[config.mk]
export PLATFORM = sky130hd
export DESIGN_NAME = serial_loaded_bank_mapper_core
export DESIGN_NICKNAME = d
export VERILOG_FILES = /design/src/sv/sbm_pkg.sv /design/src/sv/serial_loaded_bank_mapper_core.sv /design/src/sv/sbm_regs.sv
export SDC_FILE = /design/constraint.sdc
export NUM_CORES = 1
export LEC_CHECK = 0
export ABC_CLOCK_PERIOD_IN_PS = 2900
export BUFFER_PORTS_ARGS = -buffer_cell sky130_fd_sc_hd__buf_2
export CORE_ASPECT_RATIO = 1.25
export CORE_MARGIN = 2
export CORE_UTILIZATION = 57
export CTS_CLUSTER_SIZE = 25
export DETAILED_ROUTE_END_ITERATION = 12
export PLACE_DENSITY = 0.79
export SYNTH_ARGS = -nofsm -noshare
export SYNTH_HDL_FRONTEND = slang
export SYNTH_HIERARCHICAL = 1
export SYNTH_SLANG_ARGS = --single-unit
[constraint.sdc]
create_clock -name clk -period 2.9 [get_ports clk]
set_input_delay 0.58 -clock clk [delete_from_list [all_inputs] [get_ports clk]]
set_output_delay 0.58 -clock clk [all_outputs]
set_load 0.02 [all_outputs]
[src/sv/sbm_pkg.sv]
`default_nettype none
// -----------------------------------------------------------------------------
// sbm_pkg
// Shared types and constants for the serially loaded bank mapper.
// -----------------------------------------------------------------------------
package sbm_pkg;

	localparam int unsigned SHIFT_W   = 5;
	localparam int unsigned COUNT_W   = 3;
	localparam int unsigned BANK_W    = 5;
	localparam int unsigned DATA_W    = 8;
	localparam int unsigned SEL_W     = 2;
	localparam int unsigned MAP_W     = 23;
	localparam int unsigned TDATA_W   = 24;

	localparam int unsigned RESET_BIT      = 7;
	localparam int unsigned CTRL_CHR4K_BIT = 4;
	localparam int unsigned CTRL_PRG16_BIT = 3;
	localparam int unsigned CTRL_SWLOW_BIT = 2;

	localparam logic [COUNT_W-1:0] LAST_BIT_COUNT = COUNT_W'(SHIFT_W - 1);
	localparam logic [BANK_W-1:0]  PRG_LOW_RST    = 5'd14;
	localparam logic [BANK_W-1:0]  PRG_HIGH_RST   = 5'd15;

	typedef enum logic [SEL_W-1:0] {
		SEL_CTRL = 2'd0,
		SEL_CHR0 = 2'd1,
		SEL_CHR1 = 2'd2,
		SEL_PRG  = 2'd3
	} sbm_sel_t;

	typedef struct packed {
		logic [BANK_W-1:0] prg_bank_high;
		logic [BANK_W-1:0] prg_bank_low;
		logic [BANK_W-1:0] chr_bank_second;
		logic [BANK_W-1:0] chr_bank_first;
		logic              chr_4k_mode;
		logic [1:0]        mirroring;
	} sbm_map_t;

endpackage
`default_nettype wire

[src/sv/serial_loaded_bank_mapper_core.sv]
`default_nettype none
// -----------------------------------------------------------------------------
// serial_loaded_bank_mapper_core
// Serially loaded bank mapper: one CPU write per beat in, one mapping report out.
// -----------------------------------------------------------------------------
// Each input beat is one mapper write (tuser = register select, tdata = byte)
// and yields exactly one output beat with the commit flag in tuser and the
// resulting mirroring, character and program banks in tdata. The block takes
// one beat per cycle while the output is not stalled; an accepted beat passes
// through the input register, then the shifter and bank update, into the
// output register. Backpressure on the output stalls the input after the
// input register fills.
module serial_loaded_bank_mapper_core import sbm_pkg::*; (
	input  wire logic               clk,
	input  wire logic               arst_n,
	input  wire logic               s_axis_tvalid,
	output logic                    s_axis_tready,
	input  wire logic [DATA_W-1:0]  s_axis_tdata,  // [7:0] write_data
	input  wire logic [SEL_W-1:0]   s_axis_tuser,  // [1:0] reg_select
	output logic                    m_axis_tvalid,
	input  wire logic               m_axis_tready,
	output logic [TDATA_W-1:0]      m_axis_tdata,  // [1:0] mirroring, [2] chr_4k_mode,
	                                               // [7:3] chr_bank_first,
	                                               // [12:8] chr_bank_second,
	                                               // [17:13] prg_bank_low,
	                                               // [22:18] prg_bank_high, [23] zero
	output logic                    m_axis_tuser   // [0] committed
);

	logic              valid_s1;
	sbm_sel_t          sel_s1;
	logic [DATA_W-1:0] data_s1;
	logic              advance;
	logic              committed;
	sbm_map_t          map_next;
	sbm_map_t          map_q;
	logic              committed_q;

	assign advance       = valid_s1 && (!m_axis_tvalid || m_axis_tready);
	assign s_axis_tready = !valid_s1 || advance;

	always_ff @(posedge clk or negedge arst_n) begin
		if (!arst_n) begin
			valid_s1 <= 1'b0;
		end else if (s_axis_tready) begin
			valid_s1 <= s_axis_tvalid;
		end
	end

	always_ff @(posedge clk) begin
		if (s_axis_tvalid && s_axis_tready) begin
			sel_s1  <= sbm_sel_t'(s_axis_tuser);
			data_s1 <= s_axis_tdata;
		end
	end

	sbm_regs u_regs (
		.clk       (clk),
		.arst_n    (arst_n),
		.step      (advance),
		.sel       (sel_s1),
		.data      (data_s1),
		.committed (committed),
		.map_next  (map_next)
	);

	always_ff @(posedge clk or negedge arst_n) begin
		if (!arst_n) begin
			m_axis_tvalid <= 1'b0;
		end else if (advance) begin
			m_axis_tvalid <= 1'b1;
		end else if (m_axis_tready) begin
			m_axis_tvalid <= 1'b0;
		end
	end

	always_ff @(posedge clk) begin
		if (advance) begin
			map_q       <= map_next;
			committed_q <= committed;
		end
	end

	assign m_axis_tuser = committed_q;
	assign m_axis_tdata = {1'b0, map_q};

endmodule
`default_nettype wire

[src/sv/sbm_regs.sv]
`default_nettype none
// -----------------------------------------------------------------------------
// sbm_regs
// Serial shifter, mode flags and bank registers; yields the mapping after a beat.
// -----------------------------------------------------------------------------
module sbm_regs import sbm_pkg::*; (
	input  wire logic                clk,
	input  wire logic                arst_n,
	input  wire logic                step,
	input  wire sbm_sel_t            sel,
	input  wire logic [DATA_W-1:0]   data,
	output logic                     committed,
	output sbm_map_t                 map_next
);

	logic [SHIFT_W-1:0] shift_q;
	logic [COUNT_W-1:0] count_q;
	logic               chr4k_q;
	logic               prg16_q;
	logic               swlow_q;
	logic [1:0]         mirror_q;
	logic [BANK_W-1:0]  chr0_q;
	logic [BANK_W-1:0]  chr1_q;
	logic [BANK_W-1:0]  prg_lo_q;
	logic [BANK_W-1:0]  prg_hi_q;

	logic [SHIFT_W-1:0] shift_d;
	logic [COUNT_W-1:0] count_d;
	logic               chr4k_d;
	logic               prg16_d;
	logic               swlow_d;
	logic [1:0]         mirror_d;
	logic [BANK_W-1:0]  chr0_d;
	logic [BANK_W-1:0]  chr1_d;
	logic [BANK_W-1:0]  prg_lo_d;
	logic [BANK_W-1:0]  prg_hi_d;
	logic [BANK_W-1:0]  bank;
	logic               is_reset;
	logic               done;

	always_comb begin
		is_reset  = data[RESET_BIT];
		shift_d   = {data[0], shift_q[SHIFT_W-1:1]};
		done      = !is_reset && (count_q == LAST_BIT_COUNT);
		bank      = {1'b0, shift_d[3:0]};
		count_d   = count_q + 3'd1;
		chr4k_d   = chr4k_q;
		prg16_d   = prg16_q;
		swlow_d   = swlow_q;
		mirror_d  = mirror_q;
		chr0_d    = chr0_q;
		chr1_d    = chr1_q;
		prg_lo_d  = prg_lo_q;
		prg_hi_d  = prg_hi_q;
		if (is_reset) begin
			shift_d = '0;
			count_d = '0;
			chr4k_d = 1'b0;
			prg16_d = 1'b1;
			swlow_d = 1'b1;
		end else if (done) begin
			count_d = '0;
			case (sel)
				SEL_CTRL: begin
					chr4k_d  = shift_d[CTRL_CHR4K_BIT];
					prg16_d  = shift_d[CTRL_PRG16_BIT];
					swlow_d  = shift_d[CTRL_SWLOW_BIT];
					mirror_d = shift_d[1:0];
				end
				SEL_CHR0: chr0_d = shift_d;
				SEL_CHR1: begin
					if (chr4k_q) begin
						chr1_d = shift_d;
					end
				end
				SEL_PRG: begin
					if (!prg16_q) begin
						prg_lo_d = bank;
						prg_hi_d = bank + 5'd1;
					end else if (swlow_q) begin
						prg_lo_d = bank;
					end else begin
						prg_hi_d = bank;
					end
				end
				default: ;
			endcase
		end
	end

	always_ff @(posedge clk or negedge arst_n) begin
		if (!arst_n) begin
			shift_q  <= '0;
			count_q  <= '0;
			chr4k_q  <= 1'b0;
			prg16_q  <= 1'b0;
			swlow_q  <= 1'b0;
			mirror_q <= '0;
			chr0_q   <= '0;
			chr1_q   <= '0;
			prg_lo_q <= PRG_LOW_RST;
			prg_hi_q <= PRG_HIGH_RST;
		end else if (step) begin
			shift_q  <= shift_d;
			count_q  <= count_d;
			chr4k_q  <= chr4k_d;
			prg16_q  <= prg16_d;
			swlow_q  <= swlow_d;
			mirror_q <= mirror_d;
			chr0_q   <= chr0_d;
			chr1_q   <= chr1_d;
			prg_lo_q <= prg_lo_d;
			prg_hi_q <= prg_hi_d;
		end
	end

	assign committed                = done;
	assign map_next.mirroring       = mirror_d;
	assign map_next.chr_4k_mode     = chr4k_d;
	assign map_next.chr_bank_first  = chr0_d;
	assign map_next.chr_bank_second = chr1_d;
	assign map_next.prg_bank_low    = prg_lo_d;
	assign map_next.prg_bank_high   = prg_hi_d;

endmodule
`default_nettype wire

Yosys cells after proc, flatten, opt, wreduce, memory -nomap -nowiden
Index checks and enable logic that the tools add are counted.
{ "op_classes": {"n_addsub": 2, "n_eq_ne": 4, "mux": 34, "n_reduce_logical": 13} }
{ "op_table": {"columns": ["cell", "n"], "rows": [
  ["$mux 5", 18],
  ["$mux 1", 11],
  ["$mux 2", 3],
  ["$mux 3", 2],
  ["$reduce_bool 2->1", 3],
  ["$add 4x1->5 const B", 1],
  ["$eq 2x2->1 const B", 2],
  ["$add 3x1->3 const B", 1],
  ["$eq 3x3->1 const B", 1],
  ["$logic_and 1x1->1", 3],
  ["$logic_not 1->1", 3],
  ["$reduce_and 3->1", 1],
  ["$eq 2x1->1 const B", 1],
  ["$logic_not 2->1", 1],
  ["$logic_or 1x1->1", 2]
]} }
{ "word_totals": {"ff_bits": 69, "in_bits": 14, "output_inout_bits": 27, "elab_cells": 74} }

Logic depth before layout (Yosys ltp)
Gate-level depths: netlist of run 1.
{ "logic_depth": {"word_depth": 5, "ltp_mapped": 8, "ltp_nobuf": 6} }

By module
The synthesis of run 1 kept the hierarchy.
{ "by_module_without_submodules": {"columns": ["mod", "n_inst", "cells_each", "area_per_inst_um2"], "rows": [
  ["sbm_regs", 1, 161, 1834.3],
  ["serial_loaded_bank_mapper_core", 1, 44, 1136.1]
]} }

Least setup slack after synthesis of run 1
Ideal clock, no wire load.
{ "synth_timing": {"path_type": "input to register", "startpoint": "in m_axis_tready", "endpoint": "reg u_regs.count_q[1]", "setup_ns": 0.135, "arrival_time_ns": 2.159, "required_time_ns": 2.765, "slack_ns": 0.607, "path_stages": 5, "cell_sequence": "nand2b_1 and2_1 clkbuf_1 clkbuf_1 o21ai_0"} }
{ "synth_between": {"elab_chain_cells": 2} }
{ "synth_lines": {"columns": ["item", "line_no", "text"], "rows": [
  ["start: declaration", "serial_loaded_bank_mapper_core.sv:21", "input wire logic m_axis_tready,"],
  ["$logic_or 1x1->1", "serial_loaded_bank_mapper_core.sv:39", "assign advance = valid_s1 && (!m_axis_tvalid || m_axis_tready);"],
  ["$logic_and 1x1->1", "serial_loaded_bank_mapper_core.sv:39", null],
  ["net advance", "serial_loaded_bank_mapper_core.sv:33", "logic advance;"],
  ["end signal: assignment", "sbm_regs.sv:105", "count_q <= count_d;"],
  ["end: declaration", "sbm_regs.sv:17", "logic [COUNT_W-1:0] count_q;"]
]} }
The timed path passes the listed nets, and every way through them passes these cells.
A chain may end at the register's enable or synchronous reset.

Worst setup path in the final report of run 1
{ "layout_timing": {"startpoint": "reg u_regs.count_q[0]", "endpoint": "reg u_regs.mirror_q[1]"} }
{ "layout_between": {"elab_chain_cells": 4} }
{ "layout_lines": {"columns": ["item", "line_no", "text"], "rows": [
  ["$eq 3x3->1", "sbm_regs.sv:44", "done = !is_reset && (count_q == LAST_BIT_COUNT);"],
  ["$logic_and 1x1->1", "sbm_regs.sv:44", null],
  ["$mux 2", "sbm_regs.sv:61", "end else if (done) begin"],
  ["$mux 2", "sbm_regs.sv:55", "if (is_reset) begin"],
  ["end signal: assignment", "sbm_regs.sv:109", "mirror_q <= mirror_d;"],
  ["end: declaration", "sbm_regs.sv:21", "logic [1:0] mirror_q;"]
]} }
No other way between the ends.

==> run_results.csv, run 1 <==
group,metric,value,unit
outcome,status,"completed",
clock_network,cts.clk_slew.worst_paths,0.07,ns
floorplan,die_h,82.2,um
critical_path,path_delay_family,"simple AND/OR/NAND/NOR gates",
layout,fillCellCount,340,
critical_path,cpPeakStageDelay,0.50,ns
placement,placed_cell_area,0.00296,mm^2
floorplan,io_pins,41,
floorplan,dieArea,0.00547,mm^2
placement,place_congestion,0.874,
route,first_pass_iters,5,
route,drt_iter0_markers,163,
layout,final_area,0.00319,mm^2
critical_path,cp.required,3.13,ns
global_route,grt_first_pass_wirelength,7190,um
critical_path,endpoint_kind,"flip-flop",
route,ant_nets,0,
global_route,overflow,0,
sta,fmax,471,MHz
clock_network,cts-root-buf,"clkbuf_8",
layout,stdcell_count,295,
layout,areaGrowthSynthToFinish,14.4,%
placement,dpl.hpwl,2920,um
route,wl_per_cell,15.2,um
route,drc,0,
sta,slew_headroom,49.9,%
logic_synthesis,syn_area_per_cell,14.0,um^2
route,drt-total-wl,4480,um
logic_synthesis,synthesis.area,0.00279,mm^2
clock_network,cts_tree,"done",
placement,numPortBuffers,33,
logic_synthesis,synth_cells,199,
critical_path,critPathLaunchType,"flip-flop",
worst_hold_path,hold_class,"input port to asynchronous set/reset pin",
sta,tightest_slew,0.751,ns
sta,drv_slew,0,
clock_network,cts_sinks,62,
sta,fin_ws,0.779,ns
clock_network,cts_made_buffers,9,
logic_synthesis,ys_warn_count,6,
pwr,ir_drop,0.567,mV
logic_synthesis,synth_nets,216,
pwr,power.total,2.19,mW
critical_path,crit_path_start,"u_regs/count_q[0]$_DFFE_PN0P_",
clock_network,cts_resized,0,
sta,fin_skew,0.00370,ns
critical_path,cp_max_fo,9,
global_route,grt_max_degree,35,
route,via_count,1688,
placement,dp_slack,0.745,ns
layout,fin_nets,247,
global_route,antenna_found_initial,0,
sta,final.min_clock_period,2.12,ns
clock_network,cts_setup_buffers,0,
floorplan,start_util,59.0,%
critical_path,r2r-start,"u_regs/count_q[0]$_DFFE_PN0P_",
floorplan,die_x,66.6,um
global_route,grt_pass1_vias,1537,
run,cap_viol_max_count,0,
sta,rsz0062_at_grt,"no",
floorplan,rows,28,
clock_network,cts_htree_levels,3,
layout,drive_above_1_share,43.4,%
layout,antennaDiodeCount,0,
critical_path,crit_chain,"inv_1 > ha_1 > and4bb_2 > nor2b_1 > nand2_1 > mux2_2",
clock_network,ctsHoldBuffers,0,
sta,finalHoldViolCount,0,
sta,finalSetupViolations,0,
placement,place_inst,279,
clock_network,cts_buffer_depth,2,
pwr,power.leakage,1.38,nW
critical_path,path_class,"flip-flop to flip-flop",
critical_path,crit_buf_inv,1,
critical_path,arrival,2.35,ns
route,viasPerCell,5.72,
global_route,track_usage,18.5,%
pwr,p_per_area,686,mW/mm^2
layout,multi_input_area,975,um^2
sta,fin_crit_sh,73.1,%
floorplan,core_area,0.00473,mm^2
critical_path,crit_slowest_cell,"nor2b_1",
layout,seqCellArea,0.00170,mm^2
clock_network,clkLatencyLatePin,0.35,ns
sta,tns,0,ns
==> power breakdown <==
part / internal, mW / total (mW) / switching (mW) / leakage, nW
logic: 0.0955 / 0.233 / 0.138 / 0.549
clock network: 0.565 / 0.899 / 0.334 / 0.119
registers: 0.990 / 1.06 / 0.0683 / 0.709
total: 1.65 / 2.19 / 0.540 / 1.38
==> final timing paths <==
| path | to | slack (ns) | depth (start not counted) |
|---|---|---|---|
| hold reg to reg | u_regs/prg_hi_q[1]$_DFFE_PN1P_ | 0.48 | 2 |
| hold / removal | u_regs/prg_lo_q[4]$_DFFE_PN0P_ | 0.30 | 1 |
| setup reg to reg | u_regs/mirror_q[1]$_DFFE_PN0P_ | 0.78 | 6 |
| max in group asynchronous | u_regs/chr1_q[2]$_DFFE_PN0P_ | 2.12 | 1 |
| setup / recovery | u_regs/mirror_q[1]$_DFFE_PN0P_ | 0.78 | 6 |
| min in group clk | data_s1[7]$_DFFE_PP_ | 0.41 | 1 |
==> per-stage QoR <==
step | hold slack [ns] | util, %
4_1_cts | 0.330 | 67.5
5_1_grt | 0.370 | 67.5
3_5_place_dp | 0.469 | 62.5
6_report | 0.297 | 67.5
2_1_floorplan | 0.284 | -
3_3_place_gp | 0.464 | 62.5
==> cell usage in the layout, fill, tap and decap left out, types with 4 or more instances in the layout <==
| cell type | count |
|---|---|
| buf_2 | 33 |
| edfxtp_1 | 28 |
| dfrtp_1 | 27 |
| mux2_2 | 27 |
| o21ai_0 | 10 |
| clkbuf_8 | 9 |
| inv_1 | 7 |
| nand2_1 | 7 |
| dfstp_2 | 7 |
| nand2b_1 | 6 |
| a21oi_1 | 6 |
| mux2_4 | 5 |
| and2_1 | 4 |
| nor2_1 | 4 |
| o31ai_1 | 4 |
| nand3_1 | 4 |
| nand3b_1 | 4 |
==> registers in the layout, indices dropped and copies added (netlist names), 2 cells and up <==
signal and count:
u_regs/chr1_q 5, data_s1 2, u_regs/prg_lo_q 5, u_regs/chr0_q 5, m_axis_tdata 23, u_regs/count_q 3, u_regs/shift_q 4, u_regs/mirror_q 2
u_regs/prg_hi_q 5, sel_s1 2
==> layer usage <==
| layer | share of wire [%] | wire [um] | vias up | track usage, % |
|---|---|---|---|---|
| met2 | 47 | 2090 | 55 | 27.2 |
| met1 | 45 | 2030 | 833 | 23.9 |
| met5 | 0 | 0 | - | 0 |
| met4 | 2.8 | 124 | 0 | 12.4 |
| met3 | 5.2 | 235 | 13 | 5.28 |
| li1 | - | - | 787 | - |
==> cell type report <==
cell class,instances,share of cell area (%)
clock buffers,9,3.88
clock inverters,7,3.53
inverters,7,0.823
multi-input cells,115,30.5
flip-flops and latches,62,53.3
well taps,60,2.35
repair buffers,35,5.64
Power figures use the tool's default switching activity.
==> run 2: changes to the inputs <==
--- a/config.mk
+++ b/config.mk
@@ -5,7 +5,7 @@
 export SDC_FILE = /design/constraint.sdc
 export NUM_CORES = 1
 export LEC_CHECK = 0
-export ABC_CLOCK_PERIOD_IN_PS = 2900
+export ABC_CLOCK_PERIOD_IN_PS = 2050
 export BUFFER_PORTS_ARGS = -buffer_cell sky130_fd_sc_hd__buf_2
 export CORE_ASPECT_RATIO = 1.25
 export CORE_MARGIN = 2
==> constraint.sdc (replaced) <==
create_clock -name clk -period 2.05 [get_ports clk]
set_input_delay 0.41 -clock clk [delete_from_list [all_inputs] [get_ports clk]]
set_output_delay 0.41 -clock clk [all_outputs]
set_load 0.02 [all_outputs]
==> run 2 against run 1 <==
Net effect: die area is the same; critical path depth is the same; clock power grew 27%; largest power group unchanged; fmax grew 11%; combinational power grew 56%; non-clock buffer count grew 7; sequential share of layout area shrank 0.54 points; flip-flop and latch count is the same.
==> run_results.csv, run 2 (synthesized netlist as in run 1, its figures left out) <==
group,metric,value,unit
outcome,status,"completed",
layout,areaGrowthSynthToFinish,15.6,%
layout,stdcell_count,302,
clock_network,cts_htree_levels,3,
sta,fin_crit_sh,93.3,%
floorplan,die_x,66.6,um
global_route,grt_pass1_vias,1627,
critical_path,path_class,"flip-flop to flip-flop",
sta,finalSetupViolations,0,
floorplan,rows,28,
route,viasPerCell,5.64,
critical_path,cp_max_fo,6,
sta,fin_ws,0.138,ns
layout,fin_nets,254,
clock_network,ctsHoldBuffers,0,
floorplan,die_h,82.2,um
layout,fillCellCount,353,
pwr,ir_drop,0.529,mV
placement,place_congestion,0.746,
run,cap_viol_max_count,0,
floorplan,start_util,59.0,%
sta,final.min_clock_period,1.91,ns
sta,slew_headroom,48.8,%
layout,largest_reg_flops,23,
placement,numPortBuffers,33,
critical_path,cp.required,2.27,ns
critical_path,arrival,2.13,ns
route,drt-total-wl,4750,um
sta,drv_slew,0,
layout,final_cell_mix,"buf_2 (33), edfxtp_1 (28), dfrtp_1 (27), mux2_2 (27)",
sta,hold_ws,0.148,ns
clock_network,cts_made_buffers,9,
sta,tightest_slew,0.768,ns
critical_path,endpoint_kind,"flip-flop",
layout,final_area,0.00323,mm^2
sta,fin_skew,0.00736,ns
pwr,power.total,2.99,mW
clock_network,cts_tree,"done",
floorplan,dieArea,0.00547,mm^2
route,via_count,1704,
sta,fmax,523,MHz
global_route,overflow,0,
clock_network,clkLatencyLatePin,0.34,ns
pwr,p_per_area,927,mW/mm^2
route,wl_per_cell,15.7,um
layout,fin_util,68.2,%
clock_network,cts_buffer_depth,2,
sta,rsz0062_at_grt,"no",
placement,dpl.hpwl,3270,um
global_route,grt_first_pass_wirelength,7670,um
sta,finalHoldViolCount,0,
placement,placed_cell_area,0.00301,mm^2
clock_network,cts-root-buf,"clkbuf_8",
floorplan,io_pins,41,
layout,final_common_cell,"buf_2",
global_route,track_usage,19.7,%
clock_network,cts_setup_buffers,0,
critical_path,worstRegToRegCells,6,
route,ant_nets,0,
route,drc,0,
clock_network,cts_sinks,62,
placement,dp_slack,0.123,ns
critical_path,critPathLaunchType,"flip-flop",
placement,place_inst,286,
layout,antennaDiodeCount,0,
global_route,antenna_found_initial,0,
route,first_pass_iters,4,
layout,drive_above_1_share,44.6,%
clock_network,cts.clk_slew.worst_paths,0.06,ns
pwr,power.leakage,1.40,nW
global_route,grt_max_degree,35,
floorplan,core_area,0.00473,mm^2
worst_hold_path,hold_class,"input port to asynchronous set/reset pin",
route,drt_iter0_markers,130,
sta,tns,0,ns
-- run 2: timing repair --
action                     in CTS  in global routing
gates resized for setup         0                  2
setup endpoints to repair       0                  3
hold endpoints to repair        0                  0
-- run 2: critical path, stage by stage (launching register included) --
cell and delay [ns]:
dfrtp_1 0.38, inv_1 0.09, ha_1 0.23, and4b_4 0.28, nor2b_4 0.26, and2_4 0.25
mux2_4 0.31
-- run 2: final cells by class --
type / instances / area (um^2) / area share [%]
Clock buffer: 11 / 141 / 4.38
Clock inverter: 5 / 72.6 / 2.25
Inverter: 7 / 26.3 / 0.815
Multi-Input combinational cell: 115 / 977 / 30.3
Sequential cell: 62 / 1700 / 52.7
Tap cell: 60 / 75.1 / 2.33
Timing Repair Buffer: 42 / 233 / 7.21
-- run 2: final timing paths --
| path | startpoint | endpoint | slack (ns) |
|---|---|---|---|
| min in group clk | s_axis_tdata[0] | data_s1[0]$_DFFE_PP_ | 0.25 |
| worst min-delay path | arst_n | m_axis_tvalid$_DFFE_PN0P_ | 0.15 |
| worst min register to register | u_regs/prg_hi_q[1]$_DFFE_PN1P_ | u_regs/prg_hi_q[1]$_DFFE_PN1P_ | 0.48 |
| max in group asynchronous | arst_n | u_regs/mirror_q[0]$_DFFE_PN0P_ | 1.42 |
| worst max register to register | u_regs/count_q[0]$_DFFE_PN0P_ | u_regs/chr0_q[3]$_DFFE_PN0P_ | 0.14 |
| worst max-delay path | u_regs/count_q[0]$_DFFE_PN0P_ | u_regs/chr0_q[3]$_DFFE_PN0P_ | 0.14 |
-- run 2: power by group --
| part | internal [mW] | switching, mW |
|---|---|---|
| Sequential | 1.40 | 0.0797 |
| Clock | 0.707 | 0.437 |
| Combinational | 0.146 | 0.218 |
-- run 2: layer usage --
metal / up-vias / part of all wire (%) / GRT usage [%]
li1: 803 / - / -
met3: 8 / 4.7 / 7.45
met2: 40 / 51 / 31.1
met4: 0 / 1.6 / 9.18
met5: - / 0 / 0
met1: 853 / 42 / 23.9
==> run 3: changes to the inputs <==
--- a/config.mk
+++ b/config.mk
@@ -7,13 +7,16 @@
 export LEC_CHECK = 0
 export ABC_CLOCK_PERIOD_IN_PS = 2050
 export BUFFER_PORTS_ARGS = -buffer_cell sky130_fd_sc_hd__buf_2
+export CELL_PAD_IN_SITES_DETAIL_PLACEMENT = 1
+export CELL_PAD_IN_SITES_GLOBAL_PLACEMENT = 2
 export CORE_ASPECT_RATIO = 1.25
 export CORE_MARGIN = 2
-export CORE_UTILIZATION = 57
+export CORE_UTILIZATION = 40
 export CTS_CLUSTER_SIZE = 25
 export DETAILED_ROUTE_END_ITERATION = 12
-export PLACE_DENSITY = 0.79
+export PLACE_DENSITY_LB_ADDON = 0.1
 export SYNTH_ARGS = -nofsm -noshare
 export SYNTH_HDL_FRONTEND = slang
 export SYNTH_HIERARCHICAL = 1
 export SYNTH_SLANG_ARGS = --single-unit
+export TNS_END_PERCENT = 5
==> run 3 against run 2 <==
Net effect: clock power barely moved; worst hold slack improved by 0.0094 ns; sequential share of layout area fell by 0.67 points; sequential power barely moved; first-iteration DRC count fell by 58%; global-route usage fell by 3.3 points; final area rose by 1.3%; setup slack got worse by 0.023 ns; final cell count rose by 9.9%; clock-buffer cell count fell by 1; fmax fell by 1.2%; clock skew rose by 0.00093 ns.
==> run_results.csv, run 3 (synthesized netlist as in run 1, its figures left out) <==
group,metric,value,unit
floorplan,io_pins,41,
route,drt_iter0_markers,55,
sta,fmax,517,MHz
route,wl_per_cell,16.7,um
clock_network,cts.clk_slew.worst_paths,0.07,ns
outcome,status,"completed",
critical_path,cp_max_fo,6,
layout,fillCellCount,721,
critical_path,path_delay_family,"simple AND/OR/NAND/NOR gates",
pwr,p_int,2.23,mW
critical_path,endpoint_kind,"flip-flop",
critical_path,crit_chain,"inv_1 > ha_1 > and4b_4 > nor2b_4 > and2_4 > mux2_4",
route,via_count,1721,
clock_network,cts_htree_levels,3,
pwr,power.leakage,1.40,nW
sta,final.min_clock_period,1.94,ns
layout,areaGrowthSynthToFinish,17.1,%
sta,slew_headroom,46.8,%
clock_network,cts_tree,"done",
route,viasPerCell,5.18,
route,wl_met1,2220,um
layout,drive_above_1_share,45.9,%
critical_path,worstRegToRegCells,6,
clock_network,cts_sinks,62,
floorplan,die_h,97.4,um
pwr,netSwitchingPower,784,uW
critical_path,path_class,"flip-flop to flip-flop",
global_route,track_usage,16.4,%
floorplan,core_area,0.00685,mm^2
floorplan,start_util,40.7,%
route,top_layer,"met4",
sta,finalSetupViolations,0,
placement,dpl.hpwl,3880,um
sta,drv_slew,0,
layout,largest_reg_flops,23,
floorplan,die_x,78.7,um
critical_path,cpPeakStageDelay,0.38,ns
sta,fin_ws,0.114,ns
global_route,antenna_found_initial,0,
floorplan,dieArea,0.00766,mm^2
clock_network,cts_made_buffers,9,
route,wl_met3,204,um
floorplan,rows,34,
pwr,p_per_area,922,mW/mm^2
global_route,grt_pass1_vias,1927,
sta,fin_crit_sh,94.4,%
pwr,power.total,3.01,mW
critical_path,cp.required,2.28,ns
critical_path,critPathLaunchType,"flip-flop",
route,drc,0,
placement,place_congestion,0.763,
sta,rsz0062_at_grt,"no",
layout,fin_nets,254,
layout,final_cell_mix,"buf_2 (33), edfxtp_1 (28), dfrtp_1 (27), mux2_2 (27), o21ai_0 (10)",
pwr,combPwrFrac,12.3,%
clock_network,cts_buffer_depth,2,
pwr,ir_drop,0.432,mV
sta,tightest_slew,0.799,ns
critical_path,crit_buf_inv,1,
placement,dp_slack,-0.0121,ns
critical_path,arrival,2.16,ns
layout,antennaDiodeCount,0,
placement,numPortBuffers,33,
global_route,grt_max_degree,35,
layout,final_common_cell,"buf_2",
sta,fin_skew,0.00829,ns
sta,finalHoldViolCount,0,
pwr,pwr-share-clk,38.2,%
critical_path,r2r-start,"u_regs/count_q[0]$_DFFE_PN0P_",
route,first_pass_iters,4,
clock_network,clkLatencyLatePin,0.34,ns
clock_network,cts-root-buf,"clkbuf_8",
global_route,grt_first_pass_wirelength,9450,um
pwr,swShare,26.0,%
run,cap_viol_max_count,0,
critical_path,r2r_setup_slack,0.11,ns
pwr,power_frac_seq,49.5,%
route,wl_met2,2960,um
route,drt-total-wl,5540,um
critical_path,crit_slowest_cell,"dfrtp_1",
worst_hold_path,hold_class,"input port to asynchronous set/reset pin",
critical_path,r2r_end,"u_regs/chr0_q[3]$_DFFE_PN0P_",
global_route,overflow,0,
route,ant_nets,0,
==> run 3: worst max-delay path by stage <==
stage | startpoint | to | depth (start not counted)
after floorplan | m_axis_tvalid$_DFFE_PN0P_ | u_regs/count_q[1]$_DFFE_PN0P_ | 5
final | u_regs/count_q[0]$_DFFE_PN0P_ | u_regs/chr0_q[3]$_DFFE_PN0P_ | 6
after global routing | u_regs/count_q[0]$_DFFE_PN0P_ | u_regs/chr0_q[4]$_DFFE_PN0P_ | 6
after CTS | u_regs/count_q[0]$_DFFE_PN0P_ | m_axis_tdata[9]$_DFFE_PP_ | 5
after detailed placement | u_regs/count_q[0]$_DFFE_PN0P_ | m_axis_tdata[14]$_DFFE_PP_ | 6
after global placement | u_regs/count_q[0]$_DFFE_PN0P_ | m_axis_tdata[13]$_DFFE_PP_ | 6
==> run 3: layer usage <==
layer / vias up / track usage [%]
met5: - / 0
met4: 0 / 9.58
met3: 11 / 3.16
met2: 40 / 28.3
met1: 870 / 18.6
li1: 800 / -
==> run 3: final cells by class <==
type,instances,area [um^2],share of cell area (%)
Inverter,7,26.3,0.804
Clock inverter,6,86.3,2.64
Multi-Input combinational cell,115,981,30.0
Tap cell,90,113,3.45
Clock buffer,10,128,3.91
Sequential cell,62,1700,52.0
Timing Repair Buffer,42,233,7.12
==> run 3: worst register-to-register path: stages, from the launching register on <==
cell and delay [ns]:
dfrtp_1 0.38, inv_1 0.09, ha_1 0.24, and4b_4 0.29
nor2b_4 0.26, and2_4 0.24, mux2_4 0.31
==> run 3: through the flow <==
stage | hold WS [ns] | util (%) | instances | cell area (um^2) | TNS (ns)
finish | 0.158 | 47.7 | 332 | 3270 | 0
floorplan | 0.114 | - | 199 | 2790 | 0
detailed placement | 0.467 | 44.5 | 316 | 3050 | -0.0200
global placement | 0.466 | 44.5 | 316 | 3050 | 0
global route | 0.208 | 47.7 | 332 | 3270 | 0
CTS | 0.172 | 47.6 | 332 | 3260 | 0
==> run 3: what timing repair did <==
| action | in CTS | in global routing |
|---|---|---|
| buffers inserted | 0 | 0 |
| resized for setup | 1 | 3 |
| setup endpoints to repair | 5 | 14 |
| hold buffers | 0 | 0 |
==> run 3: power by group through the flow <==
stage	Sequential [mW]	Clock [mW]	Combinational, mW
2_1_floorplan	1.51	0	0.234
5_1_grt	1.50	1.25	0.412
3_3_place_gp	1.51	0	0.362
4_1_cts	1.49	1.18	0.377
6_report	1.49	1.15	0.370
3_5_place_dp	1.52	0	0.375
